<file path="config.mk">
export PLATFORM = sky130hd
export DESIGN_NAME = radio_channel_plan_fsm
export DESIGN_NICKNAME = d
export VERILOG_FILES = /design/src/hw/rtl/rcp_pkg.sv /design/src/hw/rtl/rcp_datapath.sv /design/src/hw/rtl/rcp_ctrl.sv /design/src/hw/rtl/radio_channel_plan_fsm.sv
export VERILOG_INCLUDE_DIRS = /design/src /design/src/hw/rtl
export SDC_FILE = /design/constraint.sdc
export NUM_CORES = 1
export LEC_CHECK = 0
export ABC_AREA = 1
export BUFFER_PORTS_ARGS = -buffer_cell sky130_fd_sc_hd__buf_4
export CELL_PAD_IN_SITES_DETAIL_PLACEMENT = 2
export CELL_PAD_IN_SITES_GLOBAL_PLACEMENT = 2
export CORE_UTILIZATION = 36
export CTS_CLUSTER_DIAMETER = 80
export DETAILED_ROUTE_END_ITERATION = 16
export PLACE_DENSITY = 0.9
export RECOVER_POWER = 100
export SYNTH_ARGS = -nofsm -noshare
export SYNTH_HDL_FRONTEND = slang
export SYNTH_HIERARCHICAL = 1
export SYNTH_SLANG_ARGS = --single-unit
</file>
<file path="constraint.sdc">
create_clock -name clk -period 5.7 [get_ports clk]
set_input_delay 0.57 -clock clk [delete_from_list [all_inputs] [get_ports clk]]
set_output_delay 0.57 -clock clk [all_outputs]
set_load 0.02 [all_outputs]
</file>
<file path="src/hw/rtl/radio_channel_plan_fsm_assert.svh">
// Assertion macros for the radio channel plan block.
// Used by the top level only; compiled away when SYNTHESIS is defined.
`ifndef RADIO_CHANNEL_PLAN_FSM_ASSERT_SVH
`define RADIO_CHANNEL_PLAN_FSM_ASSERT_SVH
`ifndef SYNTHESIS
`define RCP_ASSERT_IMP(lbl, ck, rn, ante, cons) \
  lbl: assert property (@(posedge ck) disable iff (!(rn)) (ante) |-> (cons)) \
    else $error("rcp assertion failed");
`define RCP_ASSERT_NXT(lbl, ck, rn, ante, cons) \
  lbl: assert property (@(posedge ck) disable iff (!(rn)) (ante) |=> (cons)) \
    else $error("rcp assertion failed");
`else
`define RCP_ASSERT_IMP(lbl, ck, rn, ante, cons)
`define RCP_ASSERT_NXT(lbl, ck, rn, ante, cons)
`endif
`endif

</file>
<file path="src/hw/rtl/rcp_pkg.sv">
// Shared types and constants of the radio channel plan block.
// No dependencies; imported by the controller, the datapath and the top level.
`timescale 1ns / 1ps
package rcp_pkg;

  localparam int MAX_CARDS = 4;
  localparam int TIME_BITS = 32;
  localparam int CARDS_W   = 4;   // holds 0..MAX_CARDS
  localparam int BEACON_W  = 4;
  localparam int DIV_CNT_W = $clog2(TIME_BITS);
  localparam int IN_DATA_W  = 64;
  localparam int OUT_DATA_W = 72;

  typedef enum logic [2:0] {
    OP_TICK     = 3'd0,
    OP_ACK      = 3'd1,
    OP_HOP      = 3'd2,
    OP_CONFIRM  = 3'd3,
    OP_WITHDRAW = 3'd4,
    OP_QUERY    = 3'd5
  } op_t;

  localparam logic [2:0] RSN_COMMIT   = 3'd0;
  localparam logic [2:0] RSN_OVERRIDE = 3'd1;
  localparam logic [2:0] RSN_SPLIT    = 3'd2;
  localparam logic [2:0] RSN_REUNITE  = 3'd3;
  localparam logic [2:0] RSN_HOP_LEAD = 3'd4;
  localparam logic [2:0] RSN_FOLLOW   = 3'd5;
  localparam logic [2:0] RSN_WITHDRAW = 3'd6;
  localparam logic [2:0] RSN_ONE_CARD = 3'd7;

  localparam logic [2:0] REG_HOME         = 3'd0;
  localparam logic [2:0] REG_SPLIT_DELAY  = 3'd1;
  localparam logic [2:0] REG_WINDOW       = 3'd2;
  localparam logic [2:0] REG_BEACON       = 3'd3;
  localparam logic [2:0] REG_CARD_COUNT   = 3'd4;

  localparam logic [2:0] CARD_ALL  = 3'b111;  // -1: all cards or none
  localparam logic [2:0] CARD_ZERO = 3'd0;

  typedef struct packed {
    logic                kind;
    logic [31:0]         move_time;
    logic [2:0]          move_card;
    logic [7:0]          from_channel;
    logic [7:0]          to_channel;
    logic [2:0]          reason;
    logic [7:0]          desired_channel;
    logic                beacon_active;
    logic [BEACON_W-1:0] beacon_mask;
  } rec_t;

  // Controller to datapath.
  typedef struct packed {
    logic capture;
    logic exec;
    logic div_step;
    logic answer;
    logic out_sel;
  } cmd_t;

  // Datapath to controller.
  typedef struct packed {
    logic       op_valid;
    logic       op_query;
    logic [1:0] rec_cnt_nxt;
    logic [1:0] rec_cnt;
    logic       div_last;
  } sts_t;

  function automatic rec_t mk_move(logic [TIME_BITS-1:0] t, logic [2:0] card,
                                   logic [7:0] from, logic [7:0] to,
                                   logic [2:0] reason);
    rec_t r;
    r                 = '0;
    r.move_time       = 32'(t);
    r.move_card       = card;
    r.from_channel    = from;
    r.to_channel      = to;
    r.reason          = reason;
    return r;
  endfunction

endpackage

</file>
<file path="src/hw/rtl/rcp_datapath.sv">
// Datapath of the radio channel plan: configuration, link state, move records
// and a one-bit-per-cycle remainder unit. Depends on rcp_pkg.
`timescale 1ns / 1ps
module rcp_datapath import rcp_pkg::*; (
  input  logic                  clk,
  input  logic                  rst_n,
  input  logic                  cfg_we,
  input  logic [2:0]            cfg_index,
  input  logic [23:0]           cfg_wdata,
  input  logic [IN_DATA_W-1:0]  in_data,
  input  logic [2:0]            in_op,
  input  cmd_t                  cmd,
  output sts_t                  sts,
  output rec_t                  rec,
  output logic                  rec_last
);

  // Configuration.
  logic [7:0]  home_r;
  logic [23:0] split_delay_r;
  logic [15:0] window_r;
  logic [15:0] beacon_r;
  logic [2:0]  card_count_r;

  // Captured request.
  logic [2:0]           op_r;
  logic [TIME_BITS-1:0] t_r;
  logic                 sess_r;
  logic [7:0]           agreed_r, proposed_r, target_r;
  logic [2:0]           lead_r;
  logic [1:0]           qcard_r;

  // Link state.
  logic [7:0]           cur_r, cur_nxt;
  logic                 locked_r, locked_nxt;
  logic                 split_r, split_nxt;
  logic                 hop_r, hop_nxt;
  logic                 loss_run_r, loss_run_nxt;
  logic [TIME_BITS-1:0] loss_start_r, loss_start_nxt;
  logic [TIME_BITS-1:0] split_start_r, split_start_nxt;
  logic [TIME_BITS-1:0] hop_start_r, hop_start_nxt;
  logic [7:0]           hop_ch_r, hop_ch_nxt;
  logic [2:0]           hop_card_r, hop_card_nxt;
  logic [7:0]           hop_origin_r, hop_origin_nxt;
  logic [TIME_BITS-1:0] last_time_r, last_time_nxt;

  // Records.
  rec_t       rec0_r, rec0_nxt, rec1_r, rec1_nxt;
  logic [1:0] cnt_r, cnt_nxt;

  // Remainder unit.
  logic [TIME_BITS-1:0] dvd_r;
  logic [15:0]          rem_r, rem_nxt;
  logic                 qbit_r, qbit_nxt;
  logic [DIV_CNT_W-1:0] div_cnt_r;
  logic [16:0]          rem_sh;

  logic [15:0]          win_len;
  logic [CARDS_W-1:0]   ncards;
  logic [TIME_BITS-1:0] since;
  rec_t                 ans;

  assign win_len = (window_r == 16'd0) ? 16'd1 : window_r;
  assign since   = last_time_r - split_start_r;

  always_comb begin
    if (card_count_r == 3'd0) begin
      ncards = CARDS_W'(1);
    end else if (CARDS_W'(card_count_r) > CARDS_W'(MAX_CARDS)) begin
      ncards = CARDS_W'(MAX_CARDS);
    end else begin
      ncards = CARDS_W'(card_count_r);
    end
  end

  // Event execution.
  always_comb begin
    logic [TIME_BITS-1:0] ls;
    logic [TIME_BITS-1:0] shifted;
    cur_nxt         = cur_r;
    locked_nxt      = locked_r;
    split_nxt       = split_r;
    hop_nxt         = hop_r;
    loss_run_nxt    = loss_run_r;
    loss_start_nxt  = loss_start_r;
    split_start_nxt = split_start_r;
    hop_start_nxt   = hop_start_r;
    hop_ch_nxt      = hop_ch_r;
    hop_card_nxt    = hop_card_r;
    hop_origin_nxt  = hop_origin_r;
    last_time_nxt   = last_time_r;
    rec0_nxt        = '0;
    rec1_nxt        = '0;
    cnt_nxt         = 2'd0;
    ls              = loss_run_r ? loss_start_r : t_r;
    shifted         = loss_run_r ? (loss_start_r + (t_r - hop_start_r)) : loss_start_r;

    if (op_r <= OP_WITHDRAW) begin
      last_time_nxt = t_r;
    end
    case (op_r)
      OP_TICK: begin
        if (!hop_r) begin
          if (sess_r) begin
            loss_run_nxt = 1'b0;
            if (split_r) begin
              split_nxt = 1'b0;
              rec0_nxt  = mk_move(t_r, CARD_ZERO, home_r, cur_r, RSN_REUNITE);
              cnt_nxt   = 2'd1;
            end
          end else if (locked_r) begin
            loss_run_nxt   = 1'b1;
            loss_start_nxt = ls;
            if (cur_r != home_r && !split_r &&
                (t_r - ls) >= TIME_BITS'(split_delay_r)) begin
              split_nxt       = 1'b1;
              split_start_nxt = t_r;
              rec0_nxt        = mk_move(t_r, CARD_ZERO, cur_r, home_r, RSN_SPLIT);
              cnt_nxt         = 2'd1;
            end
          end
        end
      end
      OP_ACK: begin
        loss_run_nxt = 1'b0;
        if (locked_r && agreed_r == cur_r) begin
          if (split_r) begin
            split_nxt = 1'b0;
            rec0_nxt  = mk_move(t_r, CARD_ZERO, home_r, cur_r, RSN_REUNITE);
            cnt_nxt   = 2'd1;
          end
        end else begin
          cur_nxt    = agreed_r;
          locked_nxt = 1'b1;
          split_nxt  = 1'b0;
          rec0_nxt   = mk_move(t_r, CARD_ALL, cur_r, agreed_r,
                               (agreed_r == proposed_r) ? RSN_COMMIT : RSN_OVERRIDE);
          cnt_nxt    = 2'd1;
        end
      end
      OP_HOP: begin
        hop_nxt        = 1'b1;
        hop_ch_nxt     = target_r;
        hop_card_nxt   = lead_r;
        hop_origin_nxt = cur_r;
        split_nxt      = 1'b0;
        if (hop_r) begin
          // The hop in flight is withdrawn before the new one is led.
          rec0_nxt = mk_move(t_r, hop_card_r, hop_ch_r, cur_r, RSN_WITHDRAW);
          rec1_nxt = mk_move(t_r, lead_r, cur_r, target_r,
                             lead_r[2] ? RSN_ONE_CARD : RSN_HOP_LEAD);
          cnt_nxt  = 2'd2;
        end else begin
          hop_start_nxt = t_r;
          rec0_nxt = mk_move(t_r, lead_r, cur_r, target_r,
                             lead_r[2] ? RSN_ONE_CARD : RSN_HOP_LEAD);
          cnt_nxt  = 2'd1;
        end
      end
      OP_CONFIRM: begin
        if (hop_r) begin
          cur_nxt        = hop_ch_r;
          locked_nxt     = 1'b1;
          hop_nxt        = 1'b0;
          loss_start_nxt = shifted;
          rec0_nxt       = mk_move(t_r, CARD_ALL, hop_origin_r, hop_ch_r, RSN_FOLLOW);
          cnt_nxt        = 2'd1;
        end
      end
      OP_WITHDRAW: begin
        if (hop_r) begin
          hop_nxt        = 1'b0;
          loss_start_nxt = shifted;
          rec0_nxt       = mk_move(t_r, hop_card_r, hop_ch_r, cur_r, RSN_WITHDRAW);
          cnt_nxt        = 2'd1;
        end
      end
      default: begin
      end
    endcase
  end

  // Query answer, built once the remainder unit has finished.
  always_comb begin
    logic                quiet;
    logic [BEACON_W-1:0] mask;
    ans       = '0;
    ans.kind  = 1'b1;
    quiet     = (beacon_r >= win_len) || (rem_r >= (win_len - beacon_r));
    mask      = '0;
    if (hop_r) begin
      ans.desired_channel = (hop_card_r[2] || ({1'b0, qcard_r} == hop_card_r))
                            ? hop_ch_r : cur_r;
    end else if (!split_r) begin
      ans.desired_channel = cur_r;
    end else if (ncards >= CARDS_W'(2)) begin
      ans.desired_channel = (qcard_r == 2'd0) ? home_r : cur_r;
    end else begin
      ans.desired_channel = !qbit_r ? home_r : cur_r;
    end
    if (split_r) begin
      if (ncards >= CARDS_W'(2)) begin
        for (int i = 0; i < BEACON_W; i++) begin
          mask[i] = CARDS_W'(i) < ncards;
        end
      end else begin
        mask[0] = !quiet;
      end
    end
    ans.beacon_active = split_r;
    ans.beacon_mask   = mask;
  end

  // One restoring step: shift in the next dividend bit, subtract if it fits.
  assign rem_sh = {rem_r, dvd_r[TIME_BITS-1]};
  always_comb begin
    if (rem_sh >= {1'b0, win_len}) begin
      rem_nxt  = 16'(rem_sh - {1'b0, win_len});
      qbit_nxt = 1'b1;
    end else begin
      rem_nxt  = rem_sh[15:0];
      qbit_nxt = 1'b0;
    end
  end

  always_ff @(posedge clk) begin
    if (!rst_n) begin
      home_r        <= 8'd0;
      split_delay_r <= 24'd10000;
      window_r      <= 16'd1000;
      beacon_r      <= 16'd100;
      card_count_r  <= 3'd2;
      cur_r         <= 8'd0;
      locked_r      <= 1'b0;
      split_r       <= 1'b0;
      hop_r         <= 1'b0;
      loss_run_r    <= 1'b0;
      loss_start_r  <= '0;
      split_start_r <= '0;
      hop_start_r   <= '0;
      hop_ch_r      <= 8'd0;
      hop_card_r    <= 3'd0;
      hop_origin_r  <= 8'd0;
      last_time_r   <= '0;
      cnt_r         <= 2'd0;
      div_cnt_r     <= '0;
    end else begin
      if (cfg_we) begin
        case (cfg_index)
          REG_HOME: begin
            home_r <= cfg_wdata[7:0];
            if (!locked_r && !hop_r) begin
              cur_r <= cfg_wdata[7:0];
            end
          end
          REG_SPLIT_DELAY: split_delay_r <= cfg_wdata;
          REG_WINDOW:      window_r      <= cfg_wdata[15:0];
          REG_BEACON:      beacon_r      <= cfg_wdata[15:0];
          REG_CARD_COUNT:  card_count_r  <= cfg_wdata[2:0];
          default: begin
          end
        endcase
      end
      if (cmd.exec) begin
        cur_r         <= cur_nxt;
        locked_r      <= locked_nxt;
        split_r       <= split_nxt;
        hop_r         <= hop_nxt;
        loss_run_r    <= loss_run_nxt;
        loss_start_r  <= loss_start_nxt;
        split_start_r <= split_start_nxt;
        hop_start_r   <= hop_start_nxt;
        hop_ch_r      <= hop_ch_nxt;
        hop_card_r    <= hop_card_nxt;
        hop_origin_r  <= hop_origin_nxt;
        last_time_r   <= last_time_nxt;
        cnt_r         <= cnt_nxt;
        div_cnt_r     <= DIV_CNT_W'(TIME_BITS - 1);
      end else if (cmd.div_step) begin
        div_cnt_r <= div_cnt_r - DIV_CNT_W'(1);
      end
      if (cmd.answer) begin
        cnt_r <= 2'd1;
      end
    end
  end

  always_ff @(posedge clk) begin
    if (cmd.capture) begin
      op_r       <= in_op;
      t_r        <= TIME_BITS'(in_data[31:0]);
      sess_r     <= in_data[32];
      agreed_r   <= in_data[40:33];
      proposed_r <= in_data[48:41];
      target_r   <= in_data[56:49];
      lead_r     <= in_data[59:57];
      qcard_r    <= in_data[61:60];
    end
    if (cmd.exec) begin
      rec0_r <= rec0_nxt;
      rec1_r <= rec1_nxt;
      dvd_r  <= since;
      rem_r  <= 16'd0;
      qbit_r <= 1'b0;
    end else if (cmd.div_step) begin
      dvd_r  <= {dvd_r[TIME_BITS-2:0], 1'b0};
      rem_r  <= rem_nxt;
      qbit_r <= qbit_nxt;
    end
    if (cmd.answer) begin
      rec0_r <= ans;
    end
  end

  assign sts.op_valid    = (op_r <= OP_QUERY);
  assign sts.op_query    = (op_r == OP_QUERY);
  assign sts.rec_cnt_nxt = cnt_nxt;
  assign sts.rec_cnt     = cnt_r;
  assign sts.div_last    = (div_cnt_r == '0);

  assign rec      = cmd.out_sel ? rec1_r : rec0_r;
  assign rec_last = cmd.out_sel || (cnt_r == 2'd1);

endmodule

</file>
<file path="src/hw/rtl/rcp_ctrl.sv">
// Controller of the radio channel plan: sequences capture, execution,
// the remainder iterations and result delivery. Depends on rcp_pkg.
`timescale 1ns / 1ps
module rcp_ctrl import rcp_pkg::*; (
  input  logic clk,
  input  logic rst_n,
  input  logic in_tvalid,
  output logic in_tready,
  output logic out_tvalid,
  input  logic out_tready,
  input  sts_t sts,
  output cmd_t cmd
);

  typedef enum logic [5:0] {
    S_IDLE = 6'b000001,
    S_EXEC = 6'b000010,
    S_DIV  = 6'b000100,
    S_ANS  = 6'b001000,
    S_OUT0 = 6'b010000,
    S_OUT1 = 6'b100000
  } state_t;

  state_t state_r, state_nxt;

  always_comb begin
    state_nxt    = state_r;
    cmd          = '0;
    in_tready    = 1'b0;
    out_tvalid   = 1'b0;
    case (state_r)
      S_IDLE: begin
        in_tready = 1'b1;
        if (in_tvalid) begin
          cmd.capture = 1'b1;
          state_nxt   = S_EXEC;
        end
      end
      S_EXEC: begin
        cmd.exec = 1'b1;
        if (!sts.op_valid) begin
          state_nxt = S_IDLE;
        end else if (sts.op_query) begin
          state_nxt = S_DIV;
        end else if (sts.rec_cnt_nxt == 2'd0) begin
          state_nxt = S_IDLE;
        end else begin
          state_nxt = S_OUT0;
        end
      end
      S_DIV: begin
        cmd.div_step = 1'b1;
        if (sts.div_last) begin
          state_nxt = S_ANS;
        end
      end
      S_ANS: begin
        cmd.answer = 1'b1;
        state_nxt  = S_OUT0;
      end
      S_OUT0: begin
        out_tvalid = 1'b1;
        if (out_tready) begin
          state_nxt = (sts.rec_cnt == 2'd2) ? S_OUT1 : S_IDLE;
        end
      end
      S_OUT1: begin
        out_tvalid  = 1'b1;
        cmd.out_sel = 1'b1;
        if (out_tready) begin
          state_nxt = S_IDLE;
        end
      end
      default: begin
        state_nxt = S_IDLE;
      end
    endcase
  end

  always_ff @(posedge clk) begin
    if (!rst_n) begin
      state_r <= S_IDLE;
    end else begin
      state_r <= state_nxt;
    end
  end

endmodule

</file>
<file path="src/hw/rtl/radio_channel_plan_fsm.sv">
// Top level of the radio channel plan block: stream ports, controller and
// datapath. Depends on rcp_pkg, rcp_ctrl, rcp_datapath and the assertion header.
`timescale 1ns / 1ps
`include "radio_channel_plan_fsm_assert.svh"
// This block follows which radio channel a link operates on. Each request on
// the input stream is one timed event chosen by the opcode in in_tuser: a
// tick with the session status, a peer ack, a hop order, a hop confirm, a hop
// withdraw or a query; opcodes 6 and 7 are dropped without a result. Events
// produce zero, one or two move records (only a hop order that replaces a hop
// in flight produces two), and a query produces exactly one answer with the
// desired channel of the asked card and the beacon mask; out_tlast marks the
// final result of each request. The block works on one request at a time.
// An event is first accepted, then the link state is updated, then each
// result is offered until the sink takes it. A query's split-window parity
// and quiet gap come from the remainder of the elapsed time over the window
// length, which a restoring divider resolves one bit per cycle over all 32
// time bits. Configuration writes are to be made only while the block is
// idle; the block itself does not enforce it. Writing the home channel also
// moves the current channel when the link is neither locked nor hopping.
// There is no clearing pass after reset.
module radio_channel_plan_fsm import rcp_pkg::*; (
  input  logic                   clk,
  input  logic                   rst_n,
  // Configuration write port.
  input  logic                   cfg_we,
  input  logic [2:0]             cfg_index,
  input  logic [23:0]            cfg_wdata,
  // Input stream.
  input  logic                   in_tvalid,
  output logic                   in_tready,
  // in_tdata from bit 0: time_ms[31:0], session flag[32], agreed_channel[40:33],
  // proposed_channel[48:41], target_channel[56:49], leading card[59:57],
  // query_card[61:60], zero fill[63:62].
  input  logic [IN_DATA_W-1:0]   in_tdata,
  // in_tuser: opcode[2:0].
  input  logic [2:0]             in_tuser,
  // Result stream.
  output logic                   out_tvalid,
  input  logic                   out_tready,
  // out_tdata from bit 0: move_time[31:0], move_card[34:32],
  // from_channel[42:35], to_channel[50:43], reason[53:51],
  // desired_channel[61:54], beacon_active[62], beacon_mask[66:63],
  // zero fill[71:67].
  output logic [OUT_DATA_W-1:0]  out_tdata,
  // out_tuser: kind (0 move record, 1 query answer).
  output logic                   out_tuser,
  output logic                   out_tlast
);

  cmd_t cmd;
  sts_t sts;
  rec_t rec;
  logic rec_last;

  rcp_ctrl u_ctrl (
    .clk        (clk),
    .rst_n      (rst_n),
    .in_tvalid  (in_tvalid),
    .in_tready  (in_tready),
    .out_tvalid (out_tvalid),
    .out_tready (out_tready),
    .sts        (sts),
    .cmd        (cmd)
  );

  rcp_datapath u_dp (
    .clk       (clk),
    .rst_n     (rst_n),
    .cfg_we    (cfg_we),
    .cfg_index (cfg_index),
    .cfg_wdata (cfg_wdata),
    .in_data   (in_tdata),
    .in_op     (in_tuser),
    .cmd       (cmd),
    .sts       (sts),
    .rec       (rec),
    .rec_last  (rec_last)
  );

  // The records are held in the datapath until taken, so the payload is
  // stable for as long as out_tvalid waits on out_tready.
  assign out_tdata = {5'd0, rec.beacon_mask, rec.beacon_active, rec.desired_channel,
                      rec.reason, rec.to_channel, rec.from_channel, rec.move_card,
                      rec.move_time};
  assign out_tuser = rec.kind;
  assign out_tlast = rec_last;

  // A request is never taken while a result is still on offer.
  `RCP_ASSERT_IMP(a_no_overlap, clk, rst_n, in_tready, !out_tvalid)
  // A first record that is not last is followed directly by the second one.
  `RCP_ASSERT_NXT(a_second_follows, clk, rst_n,
                  out_tvalid && out_tready && !out_tlast, out_tvalid)
  // A query answer is always the only result of its request.
  `RCP_ASSERT_IMP(a_answer_last, clk, rst_n, out_tvalid && out_tuser, out_tlast)
  // Without an active split no card is asked to beacon.
  `RCP_ASSERT_IMP(a_mask_split, clk, rst_n,
                  out_tvalid && out_tuser && !out_tdata[62], out_tdata[66:63] == 4'd0)

endmodule
</file>
==> tab_implementation.tex <==
\begin{tabular}{lr}
\hline
Metric & Value \\
\hline
\multicolumn{2}{l}{\textbf{Routing}} \\
Number of nets with antenna violations after routing & 0 \\
DRC errors left & 0 \\
Wire length per cell after detailed routing & 25.7 µm \\
DR iter-0 viols & 1834 \\
Via Count & 28600 \\
Vias per Instance & 5.71 \\
Count of TritonRoute iterations in the first routing pass & 7 \\
Total length of routed wires & 129000 µm \\
\multicolumn{2}{l}{\textbf{Place}} \\
Routability congestion estimate & 0.929 \\
Inst Count DP & 4903 \\
Placement Setup Slack & 0.315 ns \\
Number of buffers added on ports & 167 \\
Post-DP Area & 0.0305 mm² \\
HPWL after DPL & 84800 µm \\
\multicolumn{2}{l}{\textbf{Die}} \\
Starting utilization of the core area & 0.365 \\
Die footprint & 0.0800 mm² \\
Top-level I/O count & 175 \\
Number of cell rows & 102 \\
Die span in y & 283 µm \\
Die Span X & 283 µm \\
Core footprint & 0.0777 mm² \\
\multicolumn{2}{l}{\textbf{Yosys}} \\
YS warnings & 6 \\
Distinct cell type count of the synthesized netlist & 56 \\
Post-synthesis sequential area ratio & 0.391 \\
Gate count of the mapped netlist & 3821 \\
Netlist area before placement & 0.0284 mm² \\
Post-synthesis sequential element count & 473 \\
Post-Syn Area per Cell & 7.43 µm² \\
Ys flop type & sky130\_fd\_sc\_hd\_\_dfxtp\_1 \\
Proportion of register bits with asynchronous set or reset after synthesis & 0 \\
Number of enable flip-flop cells after synthesis & 162 \\
\multicolumn{2}{l}{\textbf{Worst hold path}} \\
Number of stages on the worst hold path & 1 \\
Worst hold path startpoint & in\_tdata[56] \\
Hold Path End & u\_dp/target\_r[7] \\
Hold crit path type & primary input to register \\
\multicolumn{2}{l}{\textbf{Timing}} \\
Ratio of final minimum period to clock period & 0.995 \\
Maximum clock rate & 0.176 GHz \\
Post-layout min period & 5.67 ns \\
WHS & 0.110 ns \\
Skew final & 0.0588 ns \\
Minimum setup slack in the final design & 0.0303 ns \\
Final max-slew violation count & 407 \\
Hold Violations, Final & 0 \\
Relative max-transition margin & -1.59 \\
Slew at the pin with the worst max-slew slack & 3.89 ns \\
Final setup violation count & 0 \\
\multicolumn{2}{l}{\textbf{Power}} \\
Leakage power summed over all cells & 14.4 nW \\
Part of the power in registers & 0.348 \\
Worst supply voltage drop on vdd & 258 µV \\
Net Sw Frac & 0.390 \\
Power share of the clock group & 0.328 \\
NetSw & 0.00461 W \\
Fraction of power consumed by combinational cells & 0.325 \\
P per Cell Area & 367 mW/mm² \\
Cell internal power dissipation & 0.00721 W \\
\multicolumn{2}{l}{\textbf{Setup path}} \\
Signal arrival time at the worst endpoint & 6.20 ns \\
Critical setup path kind & register to register \\
Required time at the endpoint of the critical path & 6.23 ns \\
CP Max Fanout & 32 \\
Worst setup SP type & register \\
Kind of end point of the critical path & register \\
Capture instance of the worst register-to-register path & u\_dp/split\_start\_r[1] \\
RR Startpoint & u\_dp/t\_r[0] \\
R2r setup slk & 0.03 ns \\
Number of cells on the worst reg-to-reg path & 26 \\
\multicolumn{2}{l}{\textbf{Final layout}} \\
Final Cell Area & 0.0322 mm² \\
Fin nets & 4226 \\
Area Overhead vs Synth & 13.5\% \\
Non-filler instance count after layout & 5013 \\
Layout cells sized above 1 & 0.0662 \\
\multicolumn{2}{l}{\textbf{Clocking}} \\
Total clock buffers created by CTS & 56 \\
Clock slew at the register clock pins of the worst setup and hold paths & 0.07 ns \\
Clock insertion delay at the later pin of the skew report & 0.67 ns \\
Clock sinks & 473 \\
Max H-tree Level & 2 \\
Worst-case clock buffer depth & 3 \\
Cell at the root of the clock tree & sky130\_fd\_sc\_hd\_\_clkbuf\_16 \\
TritonCTS clock tree & done \\
\multicolumn{2}{l}{\textbf{Job}} \\
\# Max-Cap Violations & 9 \\
\multicolumn{2}{l}{\textbf{GRT}} \\
Wire length of the first global-routing pass & 189000 µm \\
Antenna violations before repair & 3 \\
Global-route congestion overflow total & 0 \\
Largest net degree at the start of global routing & 76 \\
Number of global-route vias before repair & 31400 \\
Total Routing Usage GR & 0.307 \\
\multicolumn{2}{l}{\textbf{Status}} \\
Violations in the final reports & capacitance limit, slew limit \\
Result of the run & finished, violations left \\
\hline
\end{tabular}
[worst max-delay path by stage]
stage | startpoint | to | depth (start not counted)
floorplan | u_dp/loss_run_r | u_ctrl/state_r[0] | 33
global placement | u_dp/loss_run_r | u_dp/split_start_r[20] | 26
detailed placement | u_dp/loss_run_r | u_dp/split_start_r[12] | 24
CTS | u_dp/loss_run_r | u_dp/split_start_r[12] | 27
global route | u_dp/t_r[0] | u_dp/split_start_r[1] | 26
finish | u_dp/t_r[0] | u_dp/split_start_r[1] | 26
[routing by layer]
metal	wire (µm)	vias to the layer above	track usage
met5	30	-	0
met4	9990	4	0.209
met3	5790	454	0.0391
met2	63700	1018	0.550
met1	49500	14400	0.339
li1	-	12800	-
[stage by stage]
| stage | setup TNS [ns] | power [W] | util |
|---|---|---|---|
| 3_5_place_dp | 0 | 0.00780 | 0.393 |
| 2_1_floorplan | 0 | 0.00645 | - |
| 6_report | 0 | 0.0118 | 0.415 |
| 3_3_place_gp | 0 | 0.00754 | 0.393 |
| 5_1_grt | -0.379 | 0.0123 | 0.414 |
| 4_1_cts | 0 | 0.0119 | 0.418 |
[cell usage in the layout (no fill, tap or decap), types with 31 or more instances in the layout]
cell type | Yosys | routed
sky130_fd_sc_hd__nand2_1 | 925 | 926
sky130_fd_sc_hd__o21ai_0 | 323 | 323
sky130_fd_sc_hd__nand4_1 | 31 | 31
sky130_fd_sc_hd__edfxtp_1 | 162 | 162
sky130_fd_sc_hd__clkbuf_16 | 0 | 58
sky130_fd_sc_hd__nor3_1 | 33 | 33
sky130_fd_sc_hd__buf_4 | 5 | 49
sky130_fd_sc_hd__xnor2_1 | 34 | 34
sky130_fd_sc_hd__fa_1 | 35 | 35
sky130_fd_sc_hd__clkbuf_1 | 134 | 84
sky130_fd_sc_hd__xor2_1 | 70 | 70
sky130_fd_sc_hd__dfxtp_1 | 311 | 310
sky130_fd_sc_hd__nand3_1 | 129 | 129
sky130_fd_sc_hd__a21oi_1 | 401 | 401
sky130_fd_sc_hd__inv_1 | 521 | 519
sky130_fd_sc_hd__clkbuf_4 | 0 | 60
sky130_fd_sc_hd__nor2_1 | 256 | 257
sky130_fd_sc_hd__ha_1 | 169 | 169
[critical path, stage by stage (launching register included)]
cell	delay, ns
sky130_fd_sc_hd__edfxtp_1	0.52
sky130_fd_sc_hd__inv_1	0.24
sky130_fd_sc_hd__o21ai_2	0.25
sky130_fd_sc_hd__ha_1	0.23
sky130_fd_sc_hd__inv_1	0.11
sky130_fd_sc_hd__fa_1	0.48
sky130_fd_sc_hd__nand2_1	0.11
sky130_fd_sc_hd__nand3b_1	0.20
sky130_fd_sc_hd__nand2_1	0.14
sky130_fd_sc_hd__nand2_1	0.15
sky130_fd_sc_hd__a31oi_1	0.20
sky130_fd_sc_hd__xnor2_1	0.09
sky130_fd_sc_hd__ha_1	0.29
sky130_fd_sc_hd__nand2_1	0.08
sky130_fd_sc_hd__o21a_1	0.19
sky130_fd_sc_hd__o21ai_0	0.18
sky130_fd_sc_hd__a21oi_1	0.07
sky130_fd_sc_hd__nand3_1	0.07
sky130_fd_sc_hd__nor2_1	0.04
sky130_fd_sc_hd__nand2_1	0.29
sky130_fd_sc_hd__nand2_2	0.20
sky130_fd_sc_hd__nor2_4	0.35
sky130_fd_sc_hd__nand2_4	0.11
sky130_fd_sc_hd__clkinv_2	0.10
sky130_fd_sc_hd__buf_6	0.30
sky130_fd_sc_hd__nand2_1	0.25
sky130_fd_sc_hd__a21oi_1	0.25
[layout make-up]
| class | instances | area [µm²] |
|---|---|---|
| antenna | 2 | 5.00 |
| sequential | 473 | 11100 |
| multi-input combinational | 2660 | 14600 |
| inverter | 534 | 2010 |
| timing repair buffer | 198 | 1230 |
| clock inverter | 21 | 239 |
| clock buffer | 85 | 1720 |
| fill | 8906 | 45500 |
| tap | 1040 | 1300 |
[repair_timing]
action                     CTS  global route
resized for setup            2             4
pin swaps                    0             0
hold buffers                 0             0
buffers inserted             0             1
setup endpoints to repair    9            66
gates cloned                 0             0
[sequential cells by signal (all words and copies together) (netlist names), 8 cells and up]
name                count
u_dp/hop_start_r       32
u_dp/hop_origin_r       8
u_dp/agreed_r           8
u_dp/split_start_r     32
u_dp/proposed_r         8
u_dp/loss_start_r      32
u_dp/home_r             8
u_dp/last_time_r       32
u_dp/rec0_r            68
u_dp/target_r           8
u_dp/rec1_r            52
u_dp/t_r               32
u_dp/split_delay_r     24
u_dp/rem_r             16
u_dp/dvd_r             32
u_dp/beacon_r          16
u_dp/cur_r              8
u_dp/hop_ch_r           8
u_dp/window_r          16
[kinds of logic after synthesis]
kind of cell / synth area share
xor+xnor: 0.0321
buf+inv: 0.0943
fa+ha+maj: 0.0992
compound gates: 0.176
flops: 0.391
other cells: 0.000132
simple gates: 0.208
[synth_stat cells, types with 35 or more instances]
cell type,instances,share of area
sky130_fd_sc_hd__nand3_1,129,0.023
sky130_fd_sc_hd__o21ai_0,323,0.057
sky130_fd_sc_hd__nand2_1,925,0.12
sky130_fd_sc_hd__a21oi_1,401,0.071
sky130_fd_sc_hd__edfxtp_1,162,0.17
sky130_fd_sc_hd__xor2_1,70,0.022
sky130_fd_sc_hd__ha_1,169,0.075
sky130_fd_sc_hd__dfxtp_1,311,0.22
sky130_fd_sc_hd__nor2_1,256,0.034
sky130_fd_sc_hd__clkbuf_1,134,0.018
sky130_fd_sc_hd__fa_1,35,0.025
sky130_fd_sc_hd__inv_1,521,0.069
[power by group through the flow]
stage	logic [W]	clock network, W	registers, W
CTS	0.00384	0.00394	0.00409
floorplan	0.00243	0	0.00401
global route	0.00415	0.00405	0.00413
finish	0.00384	0.00387	0.00411
detailed placement	0.00365	0	0.00415
global placement	0.00341	0	0.00412
(Power assumes the default switching activity.)
